==> config.mk <==
export PLATFORM = sky130hd
export DESIGN_NAME = kcu_seq
export DESIGN_NICKNAME = d
export VERILOG_FILES = /design/src/sv/kcu_pkg.sv /design/src/sv/kcu_seq.sv
export SDC_FILE = /design/constraint.sdc
export NUM_CORES = 1
export LEC_CHECK = 0
export ABC_CLOCK_PERIOD_IN_PS = 11400
export BUFFER_PORTS_ARGS = -buffer_cell sky130_fd_sc_hd__buf_2
export CORE_UTILIZATION = 25
export CTS_CLUSTER_SIZE = 14
export DETAILED_ROUTE_END_ITERATION = 10
export MAX_ROUTING_LAYER = met4
export PLACE_DENSITY = 0.52
export SYNTH_ARGS = -nofsm -noshare
export SYNTH_HDL_FRONTEND = slang
export SYNTH_SLANG_ARGS = --single-unit
==> constraint.sdc <==
create_clock -name i_clk -period 11.4 [get_ports i_clk]
set_input_delay 2.28 -clock i_clk [delete_from_list [all_inputs] [get_ports i_clk]]
set_output_delay 2.28 -clock i_clk [all_outputs]
set_load 0.02 [all_outputs]
==> src/sv/kcu_pkg.sv <==
// kcu_pkg: shared widths, constants and status codes for the combination unranker
// no dependencies; imported by every module of the block

package kcu_pkg;

    // built maximum word length (default for the top-level parameter)
    localparam int MAX_LEN_DEF = 32;

    // input field widths
    localparam int CNT_W  = 7;
    localparam int RANK_W = 30;

    // table entry width and saturation cap
    localparam int VAL_W = 30;
    localparam logic [VAL_W-1:0] BINOM_CAP = 30'd1001001001;

    // stream widths
    localparam int S_TDATA_W = 48;
    localparam int M_TDATA_W = 8;
    localparam int STAT_W    = 2;

    // result status codes
    localparam logic [STAT_W-1:0] ST_OK    = 2'd0;
    localparam logic [STAT_W-1:0] ST_EMPTY = 2'd1;
    localparam logic [STAT_W-1:0] ST_RANK  = 2'd2;
    localparam logic [STAT_W-1:0] ST_LEN   = 2'd3;

    // symbol codes
    localparam logic SYM_A = 1'b0;
    localparam logic SYM_Z = 1'b1;

endpackage

==> src/sv/kcu_seq.sv <==
// kcu_seq: per-item sequencer that walks the word one symbol per table read
// depends on kcu_pkg; drives the read port of kcu_table and the result register

module kcu_seq import kcu_pkg::*; #(
    parameter int MAX_LEN = MAX_LEN_DEF,
    parameter int DIM     = MAX_LEN + 1,
    parameter int DEPTH   = DIM * DIM,
    parameter int AW      = $clog2(DEPTH),
    parameter int RW      = $clog2(DIM)
) (
    input  logic              i_clk,
    input  logic              i_rst_n,
    input  logic              i_fill_done,
    // input transaction
    input  logic              i_in_valid,
    output logic              o_in_ready,
    input  logic [CNT_W-1:0]  i_zero_count,
    input  logic [CNT_W-1:0]  i_one_count,
    input  logic [RANK_W-1:0] i_rank,
    // table read port
    output logic              o_rd_en,
    output logic [AW-1:0]     o_rd_addr,
    input  logic [VAL_W-1:0]  i_rd_data,
    // result transaction
    output logic              o_out_valid,
    input  logic              i_out_ready,
    output logic              o_symbol,
    output logic [STAT_W-1:0] o_status,
    output logic              o_last
);

    localparam logic [1:0] S_IDLE = 2'd0;
    localparam logic [1:0] S_CHK  = 2'd1;
    localparam logic [1:0] S_SYM  = 2'd2;

    logic [1:0]        r_state, n_state;
    logic [RW-1:0]     r_zeros, n_zeros;
    logic [RW-1:0]     r_ones, n_ones;
    logic [RW-1:0]     r_len, n_len;
    logic [RW-1:0]     r_left, n_left;
    logic [RANK_W-1:0] r_rank, n_rank;
    logic              r_len_err, n_len_err;

    logic              r_out_valid, n_out_valid;
    logic              r_out_sym, n_out_sym;
    logic [STAT_W-1:0] r_out_stat, n_out_stat;
    logic              r_out_last, n_out_last;

    logic              out_free;
    logic              accept;
    logic [CNT_W:0]    in_len;
    logic              take_a;
    logic [RW:0]       rem_next;

    // table address of row r, column c
    function automatic logic [AW-1:0] tbl_addr(input logic [RW-1:0] r, input logic [RW-1:0] c);
        tbl_addr = AW'(r) * AW'(DIM) + AW'(c);
    endfunction

    assign out_free   = !r_out_valid || i_out_ready;
    assign o_in_ready = (r_state == S_IDLE) && i_fill_done;
    assign accept     = i_in_valid && o_in_ready;
    assign in_len     = {1'b0, i_zero_count} + {1'b0, i_one_count};

    // symbol decision on the count of completions that start with 'a'
    assign take_a = (r_zeros != '0) && (i_rd_data >= r_rank);

    always_comb begin
        n_state     = r_state;
        n_zeros     = r_zeros;
        n_ones      = r_ones;
        n_len       = r_len;
        n_left      = r_left;
        n_rank      = r_rank;
        n_len_err   = r_len_err;
        n_out_valid = r_out_valid && !i_out_ready;
        n_out_sym   = r_out_sym;
        n_out_stat  = r_out_stat;
        n_out_last  = r_out_last;
        o_rd_en     = 1'b0;
        o_rd_addr   = '0;
        rem_next    = '0;

        unique case (r_state)
            S_IDLE: begin
                if (accept) begin
                    n_zeros   = RW'(i_zero_count);
                    n_ones    = RW'(i_one_count);
                    n_len     = RW'(in_len);
                    n_left    = RW'(in_len);
                    n_rank    = i_rank;
                    n_len_err = (in_len > (CNT_W+1)'(MAX_LEN));
                    // total count of words with these symbol counts
                    o_rd_en   = !n_len_err;
                    o_rd_addr = tbl_addr(RW'(in_len), RW'(i_zero_count));
                    n_state   = S_CHK;
                end
            end
            S_CHK: begin
                if (out_free) begin
                    if (r_len_err || (i_rd_data < r_rank) || (r_len == '0)) begin
                        n_out_valid = 1'b1;
                        n_out_sym   = SYM_A;
                        n_out_last  = 1'b1;
                        if (r_len_err) begin
                            n_out_stat = ST_LEN;
                        end else if (i_rd_data < r_rank) begin
                            n_out_stat = ST_RANK;
                        end else begin
                            n_out_stat = ST_EMPTY;
                        end
                        n_state = S_IDLE;
                    end else begin
                        rem_next  = {1'b0, r_zeros} + {1'b0, r_ones} - (RW+1)'(1);
                        o_rd_en   = 1'b1;
                        o_rd_addr = tbl_addr(RW'(rem_next), r_ones);
                        n_state   = S_SYM;
                    end
                end
            end
            S_SYM: begin
                if (out_free) begin
                    n_out_valid = 1'b1;
                    n_out_stat  = ST_OK;
                    n_out_last  = (r_left == RW'(1));
                    if (take_a) begin
                        n_out_sym = SYM_A;
                        n_zeros   = r_zeros - RW'(1);
                    end else begin
                        n_out_sym = SYM_Z;
                        n_rank    = (i_rd_data <= r_rank) ? (r_rank - i_rd_data) : '0;
                        if (r_ones != '0) begin
                            n_ones = r_ones - RW'(1);
                        end
                    end
                    n_left = r_left - RW'(1);
                    if (r_left == RW'(1)) begin
                        n_state = S_IDLE;
                    end else begin
                        // fetch completions for the next position
                        rem_next  = {1'b0, n_zeros} + {1'b0, n_ones} - (RW+1)'(1);
                        o_rd_en   = 1'b1;
                        o_rd_addr = tbl_addr(RW'(rem_next), n_ones);
                    end
                end
            end
            default: begin
                n_state = S_IDLE;
            end
        endcase
    end

    // control registers
    always_ff @(posedge i_clk) begin
        if (!i_rst_n) begin
            r_state     <= S_IDLE;
            r_out_valid <= 1'b0;
        end else begin
            r_state     <= n_state;
            r_out_valid <= n_out_valid;
        end
    end

    // payload registers
    always_ff @(posedge i_clk) begin
        r_zeros    <= n_zeros;
        r_ones     <= n_ones;
        r_len      <= n_len;
        r_left     <= n_left;
        r_rank     <= n_rank;
        r_len_err  <= n_len_err;
        r_out_sym  <= n_out_sym;
        r_out_stat <= n_out_stat;
        r_out_last <= n_out_last;
    end

    assign o_out_valid = r_out_valid;
    assign o_symbol    = r_out_sym;
    assign o_status    = r_out_stat;
    assign o_last      = r_out_last;

endmodule
==> results of run 1 <==
## how the worst max path moves through the flow
stage	from	to	slack [ns]	cells past startpoint
2_1_floorplan	i_rd_data[0]	o_rd_addr[10]	0.48	34
3_3_place_gp	i_rd_data[0]	o_rd_addr[10]	0.10	36
3_5_place_dp	i_rd_data[0]	o_rd_addr[10]	0.01	36
4_1_cts	i_rd_data[0]	o_rd_addr[10]	0.0006	36
5_1_grt	i_rd_data[0]	o_rd_addr[10]	-0.001	36
6_report	i_rd_data[0]	o_rd_addr[10]	0.44	36
## cell type report
type / count / share of cell area
multi-input cells: 584 / 0.556
clock buffers: 9 / 0.0269
flip-flops and latches: 62 / 0.219
clock inverters: 7 / 0.0106
repair buffers: 114 / 0.0743
well taps: 372 / 0.0556
inverters: 128 / 0.0574
## cell usage after synthesis, types with 4 or more instances
cell	n	area share
mux2i_1	7	0.010
or3_1	4	0.0036
xnor2_1	51	0.064
o211ai_1	4	0.0043
buf_2	4	0.0029
a21oi_1	62	0.045
o21ai_1	4	0.0029
o21ai_0	24	0.017
and3_1	4	0.0036
xor2_1	22	0.028
edfxtp_1	59	0.26
o21bai_1	10	0.011
inv_1	127	0.069
nor2_1	68	0.037
nor3_1	11	0.0079
a222oi_1	6	0.0087
nor2b_1	14	0.013
nand3_1	12	0.0087
and2_1	5	0.0045
a31oi_1	8	0.0072
nand2_1	27	0.015
a21boi_0	4	0.0043
fa_1	7	0.020
o22ai_1	30	0.027
nor3b_1	4	0.0043
ha_1	111	0.20
clkbuf_1	10	0.0054
a21o_1	23	0.025
nor4_1	4	0.0036
## sequential cells by signal (all words and copies together) (netlist names)
signal and flops:
o_status 2, r_len_err 1, r_len 6, r_left 6
r_ones 6, o_symbol 1, o_out_valid 1, r_state 2
o_last 1, r_zeros 6, r_rank 30
## cell families (layout without fill, tap and decap cells)
logic type / Yosys count / after routing / share of synthesized area
AOI/OAI and AO/OA: 210 / 210 / 0.200
xor gates and xnor gates: 74 / 74 / 0.0945
adders and majority gates: 118 / 118 / 0.220
buffers and inverters: 144 / 258 / 0.0786
DFF: 62 / 62 / 0.264
muxes: 8 / 8 / 0.0117
and+or+nand+nor: 174 / 174 / 0.130
## per-stage QoR
| stage | setup WS, ns | hold WS (ns) | area (um2) | cells | setup TNS, ns |
|---|---|---|---|---|---|
| 6_report | 0.444 | 0.594 | 8370 | 1276 | 0 |
| 2_1_floorplan | 0.480 | 0.528 | 6940 | 790 | 0 |
| 4_1_cts | 0.000582 | 0.595 | 8250 | 1271 | 0 |
| 3_5_place_dp | 0.00970 | 0.584 | 7940 | 1255 | 0 |
| 3_3_place_gp | 0.102 | 0.579 | 7940 | 1255 | 0 |
| 5_1_grt | -0.00103 | 0.639 | 8370 | 1276 | -0.00103 |
## power by group through the flow
stage          combinational [mW]  clock (mW)  sequential [mW]
6_report                    0.554       0.298            0.275
5_1_grt                     0.620       0.313            0.277
4_1_cts                     0.534       0.304            0.275
3_5_place_dp                0.531           0            0.280
3_3_place_gp                0.531           0            0.280
2_1_floorplan               0.397           0            0.279
## critical path: cells and delay by family
| family | cells | cell delay [ns] |
|---|---|---|
| fa+ha+maj | 8 | 2.14 |
| compound gates | 12 | 2.14 |
| simple gates | 7 | 1.30 |
| buf+inv | 7 | 0.54 |
| xor+xnor | 2 | 0.26 |
## repair_timing
item                                   CTS  global route
pin swaps                                1             9
endpoints found under the hold margin    0             0
setup endpoints to repair                1             4
resized for setup                        0            20
setup buffers                            0             5
## per-layer routing
layer,up-vias,track usage,part of all wire,wire (um)
met5,-,-,0,0
li1,3035,-,-,-
met2,143,0.211,0.43,8160
met4,0,0.0348,0.015,277
met3,21,0.0217,0.043,816
met1,2685,0.196,0.52,9840
==> results.sh, run 1 <==
export IMPL_status="finished, final reports clean"
export IMPL_fin_worst_skew_ns=0.00498
export IMPL_drc=0
export IMPL_dieArea_um2=28400
export IMPL_grt_ovfl_total=0
export IMPL_die_h_um=169
export IMPL_cts_clk_slew_worst_paths_ns=0.06
export IMPL_setup_viol=0
export IMPL_p_comb_frac=0.492
export IMPL_synthFlopType="edfxtp_1"
export IMPL_wl_per_cell_um=15.0
export IMPL_relSlewSlack=0.410
export IMPL_vias=5884
export IMPL_hold_path_class="reg2reg"
export IMPL_antenna_left=0
export IMPL_drive_gt1_frac=0.183
export IMPL_hpwl_um=15200
export IMPL_multi_input_area_um2=4660
export IMPL_regToRegSetupSlack_ns=7.74
export IMPL_clockBufferDepth=2
export IMPL_pwr_share_seq=0.244
export IMPL_antenna_found_initial=0
export IMPL_cts_sinks=62
export IMPL_core_um2=27100
export IMPL_first_global_vias=5811
export IMPL_diodes=0
export IMPL_finalHoldViolCount=0
export IMPL_slew_violations=0
export IMPL_fill_cells=2895
export IMPL_start_kind="input pin"
export IMPL_worstReg2RegStart="r_rank[0]$_DFFE_PP_"
export IMPL_critPathMaxStageDelay_ns=0.43
export IMPL_worstPathArrival_ns=8.68
export IMPL_die_w_um=169
export IMPL_wirelength_um=19100
export IMPL_grt_max_degree=74
export IMPL_final_common_cell="inv_1"
export IMPL_p_clk_frac=0.264
export IMPL_power_density_nw_per_um2=135
export IMPL_leakage_nw=3.90
export IMPL_synth_seq_area_share=0.264
export IMPL_drt_iter0_drc=376
export IMPL_clk_latency_ns=0.34
export IMPL_yosys_warnings=0
export IMPL_period_needed_ns=10.96
export IMPL_whs_endpoint="r_state[1]$_SDFFE_PN0P_"
export IMPL_syn_cell_area_um2=6940
export IMPL_r2r_end="r_rank[29]$_DFFE_PP_"
export IMPL_worst_pin_slew_ns=0.885
export IMPL_cts_root_buf="clkbuf_16"
export IMPL_worst_setup_path_end_kind="primary output"
export IMPL_swShare=0.374
export IMPL_p_switching_mw=0.421
export IMPL_synthesis_nets=987
export IMPL_critPathKind="in2out"
export IMPL_htreeDepth=3
export IMPL_regArea_um2=1830
export IMPL_finalCoreUtilization=0.309
export IMPL_finalPower_mw=1.13
export IMPL_routabilityCongestion=0.861
export IMPL_area_growth_pct=20.7
export IMPL_grt_use_total=0.140
export IMPL_hold_depth=2
export IMPL_nNetsFinal=1096
export IMPL_hp_start="r_state[1]$_SDFFE_PN0P_"
export IMPL_rows=60
export IMPL_crit_slowest_cell="or3_4"
export IMPL_peakVddDrop_uv=91.6
export IMPL_cap_viol_max_count=0
export IMPL_reg2reg_depth=17
export IMPL_io_pins=97
export IMPL_dr_pass1_iters=5
export IMPL_start_util=0.256
export IMPL_final_cell_mix="127 x inv_1, 109 x ha_1, 95 x buf_2, 67 x nor2_1"
export IMPL_path_max_fanout=4
export IMPL_internal_power_mw=0.706
export IMPL_via_per_inst=4.61
export IMPL_ys_ff_latch=62
export IMPL_synthCells=790
export IMPL_syn_area_per_cell_um2=8.78
export IMPL_ys_types=67
export IMPL_port_buffers=96
export IMPL_grt_pass1_wl_um=30400
export IMPL_worst_endpoint_required_ns=9.12
export IMPL_tritoncts="built"
export IMPL_clock_fmax_mhz=91.3
export IMPL_numCtsBuffers=9
export IMPL_period_share=0.961
export IMPL_synthArstFlopShare=0
export IMPL_postCtsHoldBufs=0
export IMPL_synth_enable_flop_cells=59
No activity file was read; power rests on OpenSTA's default activity.
==> run 2, diff against run 1 <==
--- a/config.mk
+++ b/config.mk
@@ -7,11 +7,13 @@
 export LEC_CHECK = 0
 export ABC_CLOCK_PERIOD_IN_PS = 11400
 export BUFFER_PORTS_ARGS = -buffer_cell sky130_fd_sc_hd__buf_2
+export CELL_PAD_IN_SITES_DETAIL_PLACEMENT = 0
+export CELL_PAD_IN_SITES_GLOBAL_PLACEMENT = 1
 export CORE_UTILIZATION = 25
 export CTS_CLUSTER_SIZE = 14
 export DETAILED_ROUTE_END_ITERATION = 10
 export MAX_ROUTING_LAYER = met4
-export PLACE_DENSITY = 0.52
+export PLACE_DENSITY = 0.62
 export SYNTH_ARGS = -nofsm -noshare
 export SYNTH_HDL_FRONTEND = slang
 export SYNTH_SLANG_ARGS = --single-unit
==> run 2 against run 1 <==
Net effect:
- global-route usage rose by 0.50 points
- fmax decreased by 1.5%
- setup slack worse by 0.16 ns
- combinational power rose by 5.2%
- sequential share of layout area down 0.12 points
- largest cell class unchanged
- largest power group unchanged
==> results.sh, run 2 (synthesized netlist as in run 1, its figures left out) <==
export IMPL_numCtsBuffers=9
export IMPL_diodes=0
export IMPL_cts_clk_slew_worst_paths_ns=0.06
export IMPL_cap_viol_max_count=0
export IMPL_worst_endpoint_required_ns=9.12
export IMPL_whs_endpoint="r_state[1]$_SDFFE_PN0P_"
export IMPL_cts_sinks=62
export IMPL_htreeDepth=3
export IMPL_path_max_fanout=3
export IMPL_leakage_nw=3.89
export IMPL_tritoncts="built"
export IMPL_fill_cells=2870
export IMPL_hpwl_um=15700
export IMPL_status="finished, final reports clean"
export IMPL_io_pins=97
export IMPL_period_share=0.975
export IMPL_die_w_um=169
export IMPL_vias=5909
export IMPL_hold_path_class="reg2reg"
export IMPL_cts_root_buf="clkbuf_16"
export IMPL_top_layer="met4"
export IMPL_grt_pass1_wl_um=31100
export IMPL_period_needed_ns=11.12
export IMPL_setup_viol=0
export IMPL_grt_ovfl_total=0
export IMPL_finalPower_mw=1.15
export IMPL_wl_met3_um=843
export IMPL_wl_met1_um=10000
export IMPL_hold_depth=2
export IMPL_reg2reg_depth=15
export IMPL_relSlewSlack=0.405
export IMPL_critPathTopFamily="compound AO/OA/AOI/OAI gates"
export IMPL_largest_reg_flops=30
export IMPL_power_density_nw_per_um2=137
export IMPL_fin_worst_skew_ns=0.00621
export IMPL_dr_pass1_iters=7
export IMPL_r2r_end="r_rank[29]$_DFFE_PP_"
export IMPL_critPathKind="in2out"
export IMPL_routabilityCongestion=0.899
export IMPL_first_global_vias=5913
export IMPL_worst_setup_path_end_kind="primary output"
export IMPL_clock_fmax_mhz=89.9
export IMPL_die_h_um=169
export IMPL_drt_iter0_drc=342
export IMPL_regMostFlops="r_rank"
export IMPL_final_common_cell="inv_1"
export IMPL_dieArea_um2=28400
export IMPL_critPathMaxStageDelay_ns=0.44
export IMPL_antenna_found_initial=0
export IMPL_wirelength_um=19900
export IMPL_hp_start="r_state[1]$_SDFFE_PN0P_"
export IMPL_area_growth_pct=21.4
export IMPL_crit_slowest_cell="or3_4"
export IMPL_rows=60
export IMPL_worstPathArrival_ns=8.84
export IMPL_cp_num_buf_inv=7
export IMPL_via_per_inst=4.63
export IMPL_regToRegSetupSlack_ns=7.88
export IMPL_peakVddDrop_uv=74.5
export IMPL_clk_latency_ns=0.35
export IMPL_hold_slack_ns=0.584
export IMPL_worst_pin_slew_ns=0.868
export IMPL_finalHoldViolCount=0
export IMPL_worstReg2RegStart="r_rank[0]$_DFFE_PP_"
export IMPL_antenna_left=0
export IMPL_start_util=0.256
export IMPL_port_buffers=96
export IMPL_grt_max_degree=74
export IMPL_wl_met2_um=8800
export IMPL_drc=0
export IMPL_drive_gt1_frac=0.192
export IMPL_final_cell_mix="124 x inv_1, 106 x ha_1, 95 x buf_2, 66 x nor2_1"
export IMPL_slew_violations=0
export IMPL_core_um2=27100
export IMPL_wl_per_cell_um=15.6
export IMPL_clockBufferDepth=2
export IMPL_nNetsFinal=1095
export IMPL_start_kind="input pin"
export IMPL_grt_use_total=0.145
run 2: cell types whose count changed in the layout (fill, tap and decap cells not counted), sizes merged:
cell      change
bufinv        -1
buf           -1
clkinvlp      +1
clkinv        -2
inv           +2
run 2: repair_timing:
| item | CTS | global route |
|---|---|---|
| setup endpoints to repair | 1 | 4 |
| gates resized for setup | 5 | 28 |
| hold buffers | 0 | 0 |
| pin swaps | 1 | 20 |
| buffers inserted | 0 | 7 |
run 2: tightest hold or removal path, delay by kind of cell (launching register included):
| family | cells | cell delay, ns |
|---|---|---|
| DFF | 1 | 0.35 |
| and+or+nand+nor | 1 | 0.05 |
| muxes | 1 | 0.13 |
run 2: through the flow:
step / worst slack [ns] / area [um2] / setup TNS, ns / util / cells
after floorplan: 0.480 / 6940 / 0 / - / 790
after global placement: 0.0910 / 7910 / 0 / 0.292 / 1252
after detailed placement: -0.0667 / 7910 / -0.0667 / 0.292 / 1252
after CTS: 0.0295 / 8240 / 0 / 0.304 / 1268
after global routing: -0.0413 / 8420 / -0.0413 / 0.311 / 1275
final: 0.281 / 8420 / 0 / 0.311 / 1275
run 2: worst max path at each step:
| stage | start | endpoint | slack (ns) | cells past startpoint |
|---|---|---|---|---|
| finish | i_rd_data[0] | o_rd_addr[10] | 0.28 | 36 |
| global route | i_rd_data[0] | o_rd_addr[10] | -0.04 | 36 |
| CTS | i_rd_data[0] | o_rd_addr[10] | 0.03 | 36 |
| detailed placement | i_rd_data[0] | o_rd_addr[10] | -0.07 | 33 |
| global placement | i_rd_data[0] | o_rd_addr[10] | 0.09 | 36 |
| floorplan | i_rd_data[0] | o_rd_addr[10] | 0.48 | 34 |
run 2: routing by layer:
metal  track usage  up-vias
met2         0.231      152
li1              -     3033
met1         0.192     2704
met5             -        -
met3        0.0222       20
met4        0.0375        0
run 2: area by class of cell:
type / instances / area (um2) / share of cell area
clock buffers: 9 / 225 / 0.0268
clock inverters: 7 / 81.3 / 0.00966
inverters: 128 / 480 / 0.0571
multi-input cells: 584 / 4720 / 0.561
flip-flops and latches: 62 / 1830 / 0.218
well taps: 372 / 465 / 0.0553
repair buffers: 113 / 614 / 0.0730
run 2: power breakdown:
| group | leakage (nW) | internal, mW | total, mW | switching (mW) |
|---|---|---|---|---|
| logic | 3.17 | 0.258 | 0.583 | 0.325 |
| clock network | 0.147 | 0.172 | 0.293 | 0.121 |
| registers | 0.570 | 0.267 | 0.275 | 0.00790 |
==> run 3, diff against run 2 <==
--- a/config.mk
+++ b/config.mk
@@ -13,7 +13,7 @@
 export CTS_CLUSTER_SIZE = 14
 export DETAILED_ROUTE_END_ITERATION = 10
 export MAX_ROUTING_LAYER = met4
-export PLACE_DENSITY = 0.62
+export PLACE_DENSITY_LB_ADDON = 0.1
 export SYNTH_ARGS = -nofsm -noshare
 export SYNTH_HDL_FRONTEND = slang
 export SYNTH_SLANG_ARGS = --single-unit
==> run 3 against run 2 <==
Net effect:
- via count rose by 0.15%
- flip-flop and latch count unchanged
- critical path type unchanged
- final area fell by 0.68%
- worst hold slack worse by 0.0019 ns
- sequential power about the same
- clock skew rose by 0.0041 ns
- register-to-register slack improved by 0.05 ns
==> results.sh, run 3 (synthesized netlist as in run 1, its figures left out) <==
export IMPL_reg2reg_depth=15
export IMPL_clk_latency_ns=0.35
export IMPL_p_switching_mw=0.450
export IMPL_internal_power_mw=0.705
export IMPL_worst_setup_path_end_kind="primary output"
export IMPL_regMostFlops="r_rank"
export IMPL_p_clk_frac=0.267
export IMPL_largest_reg_flops=30
export IMPL_path_max_fanout=4
export IMPL_core_um2=27100
export IMPL_hold_path_class="reg2reg"
export IMPL_peakVddDrop_uv=116
export IMPL_final_cell_mix="127 x inv_1, 109 x ha_1, 96 x buf_2, 67 x nor2_1"
export IMPL_fin_worst_skew_ns=0.0103
export IMPL_crit_slowest_cell="or3_4"
export IMPL_wl_per_cell_um=16.5
export IMPL_postCtsHoldBufs=0
export IMPL_grt_max_degree=73
export IMPL_status="finished, final reports clean"
export IMPL_critPathKind="in2out"
export IMPL_routabilityCongestion=0.800
export IMPL_pwr_share_seq=0.238
export IMPL_power_density_nw_per_um2=138
export IMPL_drive_gt1_frac=0.181
export IMPL_leakage_nw=3.89
export IMPL_worstPathArrival_ns=8.66
export IMPL_antenna_left=0
export IMPL_drt_iter0_drc=241
export IMPL_port_buffers=96
export IMPL_start_util=0.256
export IMPL_cts_root_buf="clkbuf_16"
export IMPL_worst_pin_slew_ns=0.899
export IMPL_vias=5918
export IMPL_finalHoldViolCount=0
export IMPL_cap_viol_max_count=0
export IMPL_cts_sinks=62
export IMPL_hpwl_um=16900
export IMPL_period_needed_ns=10.94
export IMPL_nNetsFinal=1094
export IMPL_worst_endpoint_required_ns=9.12
export IMPL_hold_slack_ns=0.582
export IMPL_setup_viol=0
export IMPL_rows=60
export IMPL_start_kind="input pin"
export IMPL_area_growth_pct=20.5
export IMPL_clockBufferDepth=2
export IMPL_slew_violations=0
export IMPL_first_global_vias=6132
export IMPL_cts_clk_slew_worst_paths_ns=0.06
export IMPL_r2r_end="r_rank[29]$_DFFE_PP_"
export IMPL_drc=0
export IMPL_worstReg2RegStart="r_rank[0]$_DFFE_PP_"
export IMPL_die_w_um=169
export IMPL_dr_pass1_iters=7
export IMPL_finalCoreUtilization=0.308
export IMPL_critPathMaxStageDelay_ns=0.43
export IMPL_final_common_cell="inv_1"
export IMPL_die_h_um=169
export IMPL_wirelength_um=21000
export IMPL_antenna_found_initial=0
export IMPL_grt_ovfl_total=0
export IMPL_diodes=0
export IMPL_clock_fmax_mhz=91.4
export IMPL_regToRegSetupSlack_ns=7.93
export IMPL_whs_endpoint="r_state[1]$_SDFFE_PN0P_"
export IMPL_grt_pass1_wl_um=33500
export IMPL_htreeDepth=3
export IMPL_hold_depth=2
export IMPL_dieArea_um2=28400
export IMPL_hp_start="r_state[1]$_SDFFE_PN0P_"
export IMPL_io_pins=97
export IMPL_grt_use_total=0.159
export IMPL_period_share=0.960
export IMPL_final_cell_area_um2=8360
export IMPL_numCtsBuffers=9
export IMPL_swShare=0.389
export IMPL_postPlaceCellArea_um2=7940
export IMPL_relSlewSlack=0.401
export IMPL_tritoncts="built"
export IMPL_p_comb_frac=0.494
export IMPL_via_per_inst=4.65
-- run 3: changes by cell type in the layout (fill, tap and decap cells not counted), sizes merged --
cell / delta
bufinv: +1
buf: -1
clkinvlp: -1
-- run 3: power groups by stage --
| stage | clock, mW | combinational, mW | sequential, mW |
|---|---|---|---|
| final | 0.309 | 0.571 | 0.275 |
| after global routing | 0.325 | 0.637 | 0.277 |
| after CTS | 0.321 | 0.567 | 0.275 |
| after detailed placement | 0 | 0.561 | 0.280 |
| after global placement | 0 | 0.567 | 0.280 |
| after floorplan | 0 | 0.397 | 0.279 |
-- run 3: worst max-delay path: cells and delay by family --
family                   cells  cell delay, ns
AO/OA/AOI/OAI               13            2.13
XOR/XNOR                     2            0.25
adder cells (fa/ha/maj)      8            2.20
buffers and inverters        7            0.56
AND/OR/NAND/NOR              6            1.23
-- run 3: worst max-delay path by stage --
stage	startpoint	slack, ns	cells after the start	end
4_1_cts	i_rd_data[0]	0.03	36	o_rd_addr[10]
3_3_place_gp	i_rd_data[0]	0.05	36	o_rd_addr[10]
6_report	i_rd_data[0]	0.46	36	o_rd_addr[10]
3_5_place_dp	i_rd_data[0]	-0.04	33	o_rd_addr[10]
2_1_floorplan	i_rd_data[0]	0.48	34	o_rd_addr[10]
5_1_grt	i_rd_data[0]	-0.005	36	o_rd_addr[10]
-- run 3: cell type report --
| cell class | count | area [um2] |
|---|---|---|
| multi-input combinational | 584 | 4660 |
| sequential | 62 | 1830 |
| clock buffer | 9 | 225 |
| fill | 2948 | 18700 |
| tap | 372 | 465 |
| clock inverter | 7 | 96.3 |
| inverter | 128 | 480 |
| timing repair buffer | 112 | 604 |
-- run 3: metrics by stage --
stage | TNS, ns | setup WS (ns) | std cells | total power [mW]
2_1_floorplan | 0 | 0.480 | 790 | 0.676
3_3_place_gp | 0 | 0.0497 | 1255 | 0.848
4_1_cts | 0 | 0.0276 | 1271 | 1.16
3_5_place_dp | -0.0421 | -0.0421 | 1255 | 0.841
5_1_grt | -0.00471 | -0.00471 | 1274 | 1.24
6_report | 0 | 0.455 | 1274 | 1.15
-- run 3: timing repair --
| action | 4_1_cts | 5_1_grt |
|---|---|---|
| resized for setup | 3 | 16 |
| pin swaps | 0 | 5 |
| endpoints found under the setup margin | 1 | 4 |
| setup buffers | 0 | 3 |
-- run 3: routing by layer --
layer,share of wire,vias up,GRT usage
met2,0.46,93,0.259
met5,0,-,-
met3,0.022,16,0.0159
met1,0.50,2773,0.206
li1,-,3036,-
met4,0.016,0,0.0498
